## src/rtl/core/iqpd_pkg.sv

```systemverilog
// ----------------------------------------------------------------------------
// iqpd_pkg
// Shared constants, codes and types of the IQ packet deframer.
// ----------------------------------------------------------------------------
package iqpd_pkg;

    localparam int NUM_DDC   = 8;
    localparam int BASE_PORT = 1035;

    // DDC index width: exactly what NUM_DDC needs
    localparam int DDC_AW = (NUM_DDC > 1) ? $clog2(NUM_DDC) : 1;

    // Port window [PORT_LO, PORT_HI), 17 bits so the top bound never wraps
    localparam logic [16:0] PORT_LO = 17'(BASE_PORT);
    localparam logic [16:0] PORT_HI = 17'(BASE_PORT + NUM_DDC);

    localparam logic [10:0] MAX_BYTES_RST = 11'd1500;
    localparam logic [10:0] POS_MAX       = 11'd2047;

    // header byte offsets
    localparam logic [10:0] POS_SEQ_LAST = 11'd3;
    localparam logic [10:0] POS_CNT_HI   = 11'd14;
    localparam logic [10:0] POS_CNT_LO   = 11'd15;
    localparam logic [10:0] POS_PAYLOAD  = 11'd16;
    localparam logic [18:0] HDR_BYTES    = 19'd16;

    // byte slot within a six-byte sample
    localparam logic [2:0] PHASE_LAST = 3'd5;

    typedef enum logic [1:0] {
        ST_SAMPLE   = 2'd0,
        ST_TOO_LONG = 2'd1,
        ST_EMPTY    = 2'd2
    } t_status;

    typedef struct packed {
        logic [2:0]         ddc_number;
        logic signed [23:0] i_sample;
        logic signed [23:0] q_sample;
        logic [8:0]         sample_position;
        logic [15:0]        declared_count;
        t_status            status;
        logic               sequence_mismatch;
        logic               last_of_packet;
    } t_result;

    typedef struct packed {
        logic              en;
        logic [DDC_AW-1:0] addr;
    } t_seq_rd;

    typedef struct packed {
        logic              en;
        logic [DDC_AW-1:0] addr;
        logic [31:0]       data;
    } t_seq_wr;

endpackage

```

## src/rtl/core/iqpd_seq_mem.sv

```systemverilog
// ----------------------------------------------------------------------------
// iqpd_seq_mem
// Expected sequence number per DDC: synchronous RAM with registered read,
// per-entry valid bits so unwritten entries read as zero after reset.
// ----------------------------------------------------------------------------
module iqpd_seq_mem (
    input  logic             i_clk,
    input  logic             i_rst_n,
    input  iqpd_pkg::t_seq_rd i_rd,
    input  iqpd_pkg::t_seq_wr i_wr,
    output logic [31:0]      o_rd_data
);
    import iqpd_pkg::*;

    logic [31:0]        mem [NUM_DDC];
    logic [NUM_DDC-1:0] r_vld;
    logic [31:0]        r_rd_data;
    logic               r_rd_vld;

    always_ff @(posedge i_clk) begin
        if (i_wr.en) begin
            mem[i_wr.addr] <= i_wr.data;
        end
        if (i_rd.en) begin
            r_rd_data <= mem[i_rd.addr];
        end
    end

    always_ff @(posedge i_clk) begin
        if (!i_rst_n) begin
            r_vld    <= '0;
            r_rd_vld <= 1'b0;
        end else begin
            if (i_wr.en) begin
                r_vld[i_wr.addr] <= 1'b1;
            end
            if (i_rd.en) begin
                r_rd_vld <= r_vld[i_rd.addr];
            end
        end
    end

    assign o_rd_data = r_rd_vld ? r_rd_data : 32'd0;

endmodule

```

## src/rtl/core/iqpd_parser.sv

```systemverilog
// ----------------------------------------------------------------------------
// iqpd_parser
// Per-byte header/payload decode. Launches the sequence read at start of
// packet, checks and writes back at header byte 3.
// ----------------------------------------------------------------------------
module iqpd_parser (
    input  logic              i_clk,
    input  logic              i_rst_n,
    input  logic              i_accept,
    input  logic [7:0]        i_data_byte,
    input  logic              i_start_of_packet,
    input  logic [15:0]       i_source_port,
    input  logic [10:0]       i_max_bytes,
    input  logic [31:0]       i_seq_rd_data,
    output iqpd_pkg::t_seq_rd o_seq_rd,
    output iqpd_pkg::t_seq_wr o_seq_wr,
    output logic              o_res_valid,
    output iqpd_pkg::t_result o_res
);
    import iqpd_pkg::*;

    logic [10:0]       r_pos,    n_pos;
    logic [23:0]       r_hdr,    n_hdr;
    logic [15:0]       r_count,  n_count;
    logic [15:0]       r_left,   n_left;
    logic [39:0]       r_part,   n_part;
    logic [DDC_AW-1:0] r_ddc,    n_ddc;
    logic              r_active, n_active;
    logic              r_mism,   n_mism;
    logic              r_done,   n_done;
    logic [2:0]        r_phase,  n_phase;

    logic              ddc_port;
    logic [16:0]       port_ext;
    logic [16:0]       port_off;
    logic              proceed;
    logic [10:0]       pos;
    logic [23:0]       hdr_cur;
    logic [31:0]       seq_full;
    logic [15:0]       cnt_full;
    logic [18:0]       pkt_len;
    logic [15:0]       idx_full;

    assign port_ext = {1'b0, i_source_port};
    assign port_off = port_ext - PORT_LO;
    assign ddc_port = (port_ext >= PORT_LO) && (port_ext < PORT_HI);

    always_comb begin
        n_pos    = r_pos;
        n_hdr    = r_hdr;
        n_count  = r_count;
        n_left   = r_left;
        n_part   = r_part;
        n_ddc    = r_ddc;
        n_active = r_active;
        n_mism   = r_mism;
        n_done   = r_done;
        n_phase  = r_phase;

        o_seq_rd    = '0;
        o_seq_wr    = '0;
        o_res_valid = 1'b0;
        o_res       = '0;

        proceed  = 1'b0;
        pos      = r_pos;
        hdr_cur  = r_hdr;
        seq_full = {r_hdr, i_data_byte};
        cnt_full = {r_count[15:8], i_data_byte};
        pkt_len  = HDR_BYTES + {1'b0, cnt_full, 2'b00} + {2'b00, cnt_full, 1'b0};
        idx_full = r_count - r_left;

        o_res.ddc_number        = 3'(r_ddc);
        o_res.declared_count    = r_count;
        o_res.sequence_mismatch = r_mism;
        o_res.status            = ST_SAMPLE;

        if (i_accept) begin
            if (i_start_of_packet) begin
                n_active = 1'b0;
                n_mism   = 1'b0;
                n_done   = 1'b0;
                if (ddc_port) begin
                    // new packet: clear per-packet state, fetch expected seq
                    proceed      = 1'b1;
                    n_active     = 1'b1;
                    n_ddc        = port_off[DDC_AW-1:0];
                    pos          = '0;
                    hdr_cur      = '0;
                    n_count      = '0;
                    n_left       = '0;
                    n_part       = '0;
                    o_seq_rd.en   = 1'b1;
                    o_seq_rd.addr = port_off[DDC_AW-1:0];
                end
            end else begin
                proceed = ddc_port && r_active;
            end

            if (proceed) begin
                if (pos <= POS_SEQ_LAST) begin
                    n_hdr = {hdr_cur[15:0], i_data_byte};
                    if (pos == POS_SEQ_LAST) begin
                        if (i_seq_rd_data != seq_full) begin
                            n_mism = 1'b1;
                        end
                        o_seq_wr.en   = 1'b1;
                        o_seq_wr.addr = r_ddc;
                        o_seq_wr.data = seq_full + 32'd1;
                    end
                end else if (pos == POS_CNT_HI) begin
                    n_count = {i_data_byte, 8'h00};
                end else if (pos == POS_CNT_LO) begin
                    n_count = cnt_full;
                    o_res.declared_count = cnt_full;
                    o_res.last_of_packet = 1'b1;
                    if (pkt_len > {8'd0, i_max_bytes}) begin
                        o_res_valid  = 1'b1;
                        o_res.status = ST_TOO_LONG;
                        n_done       = 1'b1;
                    end else if (cnt_full == 16'd0) begin
                        o_res_valid  = 1'b1;
                        o_res.status = ST_EMPTY;
                        n_done       = 1'b1;
                    end else begin
                        n_left  = cnt_full;
                        n_part  = '0;
                        n_phase = '0;
                    end
                end else if (pos >= POS_PAYLOAD && !r_done && r_left != 16'd0) begin
                    if (r_phase == PHASE_LAST) begin
                        // sixth byte: I is the older three bytes, Q the newer
                        o_res_valid           = 1'b1;
                        o_res.i_sample        = r_part[39:16];
                        o_res.q_sample        = {r_part[15:0], i_data_byte};
                        o_res.sample_position = idx_full[8:0];
                        o_res.last_of_packet  = (r_left == 16'd1);
                        n_left  = r_left - 16'd1;
                        n_done  = (r_left == 16'd1);
                        n_part  = '0;
                        n_phase = '0;
                    end else begin
                        n_part  = {r_part[31:0], i_data_byte};
                        n_phase = r_phase + 3'd1;
                    end
                end

                n_pos = (pos < POS_MAX) ? pos + 11'd1 : pos;
            end
        end
    end

    always_ff @(posedge i_clk) begin
        if (!i_rst_n) begin
            r_pos    <= '0;
            r_hdr    <= '0;
            r_count  <= '0;
            r_left   <= '0;
            r_part   <= '0;
            r_ddc    <= '0;
            r_active <= 1'b0;
            r_mism   <= 1'b0;
            r_done   <= 1'b0;
            r_phase  <= '0;
        end else begin
            r_pos    <= n_pos;
            r_hdr    <= n_hdr;
            r_count  <= n_count;
            r_left   <= n_left;
            r_part   <= n_part;
            r_ddc    <= n_ddc;
            r_active <= n_active;
            r_mism   <= n_mism;
            r_done   <= n_done;
            r_phase  <= n_phase;
        end
    end

endmodule

```

## src/rtl/core/iq_packet_deframer_core.sv

```systemverilog
// ----------------------------------------------------------------------------
// iq_packet_deframer_core
// A result word shows in the cycle after the byte that completes it. One
// byte word per cycle unless back-pressured; the sequence RAM is read once
// at start of packet and written back at header byte 3, so no port conflict
// stalls. Reset (sync, active low): control state cleared, max length back
// to 1500, sequence RAM valid bits cleared at once (no clearing pass).
// ----------------------------------------------------------------------------
module iq_packet_deframer_core (
    input  logic               i_clk,
    input  logic               i_rst_n,
    // byte input channel
    input  logic               i_in_valid,
    output logic               o_in_ready,
    input  logic [7:0]         i_data_byte,
    input  logic               i_start_of_packet,
    input  logic [15:0]        i_source_port,
    // result channel
    output logic               o_out_valid,
    input  logic               i_out_ready,
    output logic [2:0]         o_ddc_number,
    output logic signed [23:0] o_i_sample,
    output logic signed [23:0] o_q_sample,
    output logic [8:0]         o_sample_position,
    output logic [15:0]        o_declared_count,
    output logic [1:0]         o_status,
    output logic               o_sequence_mismatch,
    output logic               o_last_of_packet,
    // max packet length register
    input  logic               i_cfg_wr_en,
    input  logic [10:0]        i_cfg_wr_data
);
    import iqpd_pkg::*;

    logic        in_accept;
    logic [10:0] r_max_bytes;
    logic        r_out_valid, n_out_valid;
    t_result     r_out;
    t_seq_rd     seq_rd;
    t_seq_wr     seq_wr;
    logic [31:0] seq_rd_data;
    logic        res_valid;
    t_result     res;

    // Output register frees itself when taken, so a new byte can enter in
    // the same cycle the held word leaves.
    assign o_in_ready = !r_out_valid || i_out_ready;
    assign in_accept  = i_in_valid && o_in_ready;

    always_ff @(posedge i_clk) begin
        if (!i_rst_n) begin
            r_max_bytes <= MAX_BYTES_RST;
        end else if (i_cfg_wr_en) begin
            r_max_bytes <= i_cfg_wr_data;
        end
    end

    // Expected sequence per DDC
    iqpd_seq_mem u_seq_mem (
        .i_clk     (i_clk),
        .i_rst_n   (i_rst_n),
        .i_rd      (seq_rd),
        .i_wr      (seq_wr),
        .o_rd_data (seq_rd_data)
    );

    // Byte decode and per-packet state
    iqpd_parser u_parser (
        .i_clk             (i_clk),
        .i_rst_n           (i_rst_n),
        .i_accept          (in_accept),
        .i_data_byte       (i_data_byte),
        .i_start_of_packet (i_start_of_packet),
        .i_source_port     (i_source_port),
        .i_max_bytes       (r_max_bytes),
        .i_seq_rd_data     (seq_rd_data),
        .o_seq_rd          (seq_rd),
        .o_seq_wr          (seq_wr),
        .o_res_valid       (res_valid),
        .o_res             (res)
    );

    // Result word register
    always_comb begin
        n_out_valid = r_out_valid;
        if (in_accept && res_valid) begin
            n_out_valid = 1'b1;
        end else if (i_out_ready) begin
            n_out_valid = 1'b0;
        end
    end

    always_ff @(posedge i_clk) begin
        if (!i_rst_n) begin
            r_out_valid <= 1'b0;
        end else begin
            r_out_valid <= n_out_valid;
        end
    end

    always_ff @(posedge i_clk) begin
        if (in_accept && res_valid) begin
            r_out <= res;
        end
    end

    assign o_out_valid         = r_out_valid;
    assign o_ddc_number        = r_out.ddc_number;
    assign o_i_sample          = r_out.i_sample;
    assign o_q_sample          = r_out.q_sample;
    assign o_sample_position   = r_out.sample_position;
    assign o_declared_count    = r_out.declared_count;
    assign o_status            = r_out.status;
    assign o_sequence_mismatch = r_out.sequence_mismatch;
    assign o_last_of_packet    = r_out.last_of_packet;

endmodule

```

## config.mk

```make
export PLATFORM = sky130hd
export DESIGN_NAME = iq_packet_deframer_core
export DESIGN_NICKNAME = d
export VERILOG_FILES = /design/src/rtl/core/iqpd_pkg.sv /design/src/rtl/core/iqpd_seq_mem.sv /design/src/rtl/core/iqpd_parser.sv /design/src/rtl/core/iq_packet_deframer_core.sv
export SDC_FILE = /design/constraint.sdc
export NUM_CORES = 1
export LEC_CHECK = 0
export ABC_AREA = 1
export ABC_CLOCK_PERIOD_IN_PS = 8350
export BUFFER_PORTS_ARGS = -buffer_cell sky130_fd_sc_hd__buf_2
export CAP_MARGIN = 5
export CORE_AREA = 10 10 220 222
export DETAILED_ROUTE_END_ITERATION = 16
export DIE_AREA = 0 0 230 232
export PLACE_DENSITY = 0.72
export SETUP_SLACK_MARGIN = 0.05
export SYNTH_ARGS = -nofsm -noshare
export SYNTH_HDL_FRONTEND = slang
export SYNTH_SLANG_ARGS = --single-unit
```

## constraint.sdc

```tcl
create_clock -name i_clk -period 8.35 [get_ports i_clk]
set_input_delay 0.835 -clock i_clk [delete_from_list [all_inputs] [get_ports i_clk]]
set_output_delay 0.835 -clock i_clk [all_outputs]
set_load 0.005 [all_outputs]
```

==> impl_results.md <==
- Critical Path AT: 5.17 ns
- Unrepaired setup endpoints after global routing: false
- Final wirelength: 60500 um
- 1st-pass router iterations: 6
- Register area share after synthesis: 57.8%
- Max FO, Critical Path: 62
- Worst-Margin Slew: 1.25 ns
- DR vias: 18100
- CP Capture Type: flip-flop
- Min Tclk post-route: a little under 5 ns
- Nets: 2664
- CTS Buffer Depth: 3
- Top cell by count, worst path: nand2_1
- Pin count of the biggest net entering global routing: 104
- F_max: 203 MHz
- Final setup viols: 0
- Synth Flop Type: edfxtp_1
- Distinct cells, synth: 56
- Die Ht: about 230 um
- Mean routed wirelength per cell: around 19 um
- Vias per std cell: 5.68
- TritonCTS buffer count: 53
- Most common cell after layout, fill and taps aside: nor2_1
- Worst Hold Class: primary input to flip-flop
- Core ar.: approximately 44000 um2
- Syn Inst Count: between 2000 and 2500
- Crit path from: i_data_byte[0]
- 1st-iter DRT viols: ~1900
- Port Buffers: 122
- Total GRT Usage: 22.1%
- CTS tree: yes
- Final instance area: 26700 um2
- Worst path top cell family by delay: simple AND/OR/NAND/NOR gates
- Remaining Overflow, GRT: 0
- Setup Buffers After CTS: 0
- Max-Cap Viols: 0
- Row Count: 77
- Hold Startpoint: i_cfg_wr_data[6]
- Rel. slew slack: 16.8%
- Clk_lat worst skew: 0.62 ns
- Hold-fix buffers, CTS: 0
- TNS Setup: 0 ns
- Dpl cell area: about 25000 um2
- Final Cycle Share: 59.1%
- Critical path type: primary input to flip-flop
- Final Hold Fails: 0
- Register area: about 14000 um2
- Leak: 9.98 nW
- DP HPWL: approximately 40000 um
- Chip width: between 200 and 250 um
- Cell Area, Synth: approximately 24000 um2
- Layout cells sized above 1: 11.6%
- IO Pins: 123
- WP data required: 8.59 ns
- Startpoint Class: primary input
- WP buf/inv: 6
- Ys Warns: 0
- Root Driver: clkbuf_16
- Number of synthesized flops with an enable pin: 368
- FF-to-FF Start: u_parser.r_count[8]$_SDFFE_PN0P_
- Area of the multi-input gates: 8560 um2
- First-pass GRT wire length: 95300 um
- Post-DRT Antenna Nets: 0
- Avg Cell Area, Syn: approximately 9.6 um2
- DR DRC count: 0
- Status: completed
- Most frequent cells in the layout: 383 x nor2_1, 368 x edfxtp_1, 338 x nand2_1, 271 x inv_1, 160 x o21ai_0
- # resized after CTS: 0
- Synth-to-Final Area Change: 11.9%
- Ant diodes: 0
- Worst-path clk slew: 0.06 ns
- Layout fillers: 3621
- CP max-delay cell: buf_4
- Initial Utilization: 54.3%
- Final core occ: 60.8%
- Htree depth: 2
- CTS Sinks: 505
- Slew Viols, Final: 0
- Vias in the first global route: 17500
- VDD IR max: 164 uV
- Pwr Density: 195 nW/um2
- Fin Clk Skew: between 0.02 and 0.03 ns
- Initial antenna violation count: 1
- CP max stage delay: between 0.7 and 0.8 ns
- Mapped Nets: ~2600
- Post-synth ARST share: 0%
- Die area: between 50000 and 60000 um2
- Gp weighted congestion: 0.932
- FF+latch count, synth: 505
-- Yosys cell counts, types with 33 or more instances --
cell / count / area share, %
nor2_1: 391 / 6.1
a211oi_1: 38 / 1.2
a21oi_1: 157 / 3.3
clkbuf_1: 88 / 1.4
nand2_1: 339 / 5.3
o21ai_0: 160 / 3.4
inv_1: 272 / 4.3
ha_1: 61 / 3.2
o211ai_1: 33 / 1.0
o221ai_1: 36 / 1.3
xor2_1: 45 / 1.7
edfxtp_1: 368 / 46
nand3_1: 109 / 2.3
dfxtp_1: 137 / 11
-- layer usage --
metal	GRT usage, %	vias to the layer above	wire length [um]	share of wire, %
met4	7.98	2	1810	3.0
met3	4.07	121	4250	7.0
met5	0	-	13	0.021
met2	37.0	647	28900	48
met1	28.2	8669	25600	42
li1	-	8706	-	-
-- power breakdown --
| part | leakage (nW) | switching (mW) | internal, mW |
|---|---|---|---|
| registers | 4.46 | 0.00380 | 2.66 |
| clock network | 0.856 | 0.987 | 1.38 |
| logic | 4.66 | 0.124 | 0.0592 |
| total | 9.98 | 1.11 | 4.10 |
-- tightest hold or removal path: stages --
cell and delay (ns):
buf_2 0.07, a21oi_1 0.05, o21ai_0 0.06
-- worst paths after layout --
path | endpoint | cells after the start | slack [ns]
worst max-delay path | o_i_sample[16]$_SDFFCE_PP0P_ | 25 | 3.41
worst min-delay path | r_max_bytes[6]$_SDFFE_PN1P_ | 3 | 0.44
worst max register to register | o_i_sample[16]$_SDFFCE_PP0P_ | 22 | 3.65
worst min register to register | o_sequence_mismatch$_DFFE_PP_ | 0 | 0.45
-- flip-flops by register name, summed over array words and instances, names as in the netlist, 2 cells and up --
name / flops
u_parser.r_count: 16
o_ddc_number: 3
u_parser.r_phase: 3
u_parser.r_left: 16
u_parser.r_pos: 11
u_parser.r_part: 40
o_i_sample: 24
o_q_sample: 24
o_status: 2
u_seq_mem.r_vld: 8
o_declared_count: 16
u_seq_mem.mem: 256
u_seq_mem.r_rd_data: 32
u_parser.r_ddc: 3
u_parser.r_hdr: 24
r_max_bytes: 11
o_sample_position: 9
-- per-stage QoR --
step / setup WS [ns] / hold WS, ns / total power, mW / cells
after floorplan: 2.03 / 0.409 / 2.84 / 2487
after global placement: 2.92 / 0.439 / 2.90 / 3095
after detailed placement: 2.80 / 0.443 / 2.90 / 3095
after CTS: 3.44 / 0.418 / 5.25 / 3191
after global routing: 2.95 / 0.448 / 5.37 / 3193
final: 3.41 / 0.440 / 5.21 / 3193
-- cells by family (layout without fill, tap and decap cells) --
| group | count (synthesis) | count (layout) | synth area share, % |
|---|---|---|---|
| xor gates and xnor gates | 53 | 53 | 1.94 |
| and+or+nand+nor | 958 | 958 | 17.4 |
| buffers and inverters | 408 | 522 | 6.68 |
| adders and majority gates | 63 | 63 | 3.37 |
| DFF | 505 | 505 | 57.8 |
| AOI/OAI and AO/OA | 500 | 500 | 12.9 |
-- cell type report --
| class | count | area share, % |
|---|---|---|
| clock buffers | 66 | 5.34 |
| flip-flops and latches | 505 | 51.6 |
| multi-input cells | 1574 | 32.1 |
| inverters | 284 | 3.99 |
| clock inverters | 30 | 1.28 |
| well taps | 592 | 2.77 |
| repair buffers | 142 | 2.94 |
Note: power is estimated with default switching activity, not from simulation.
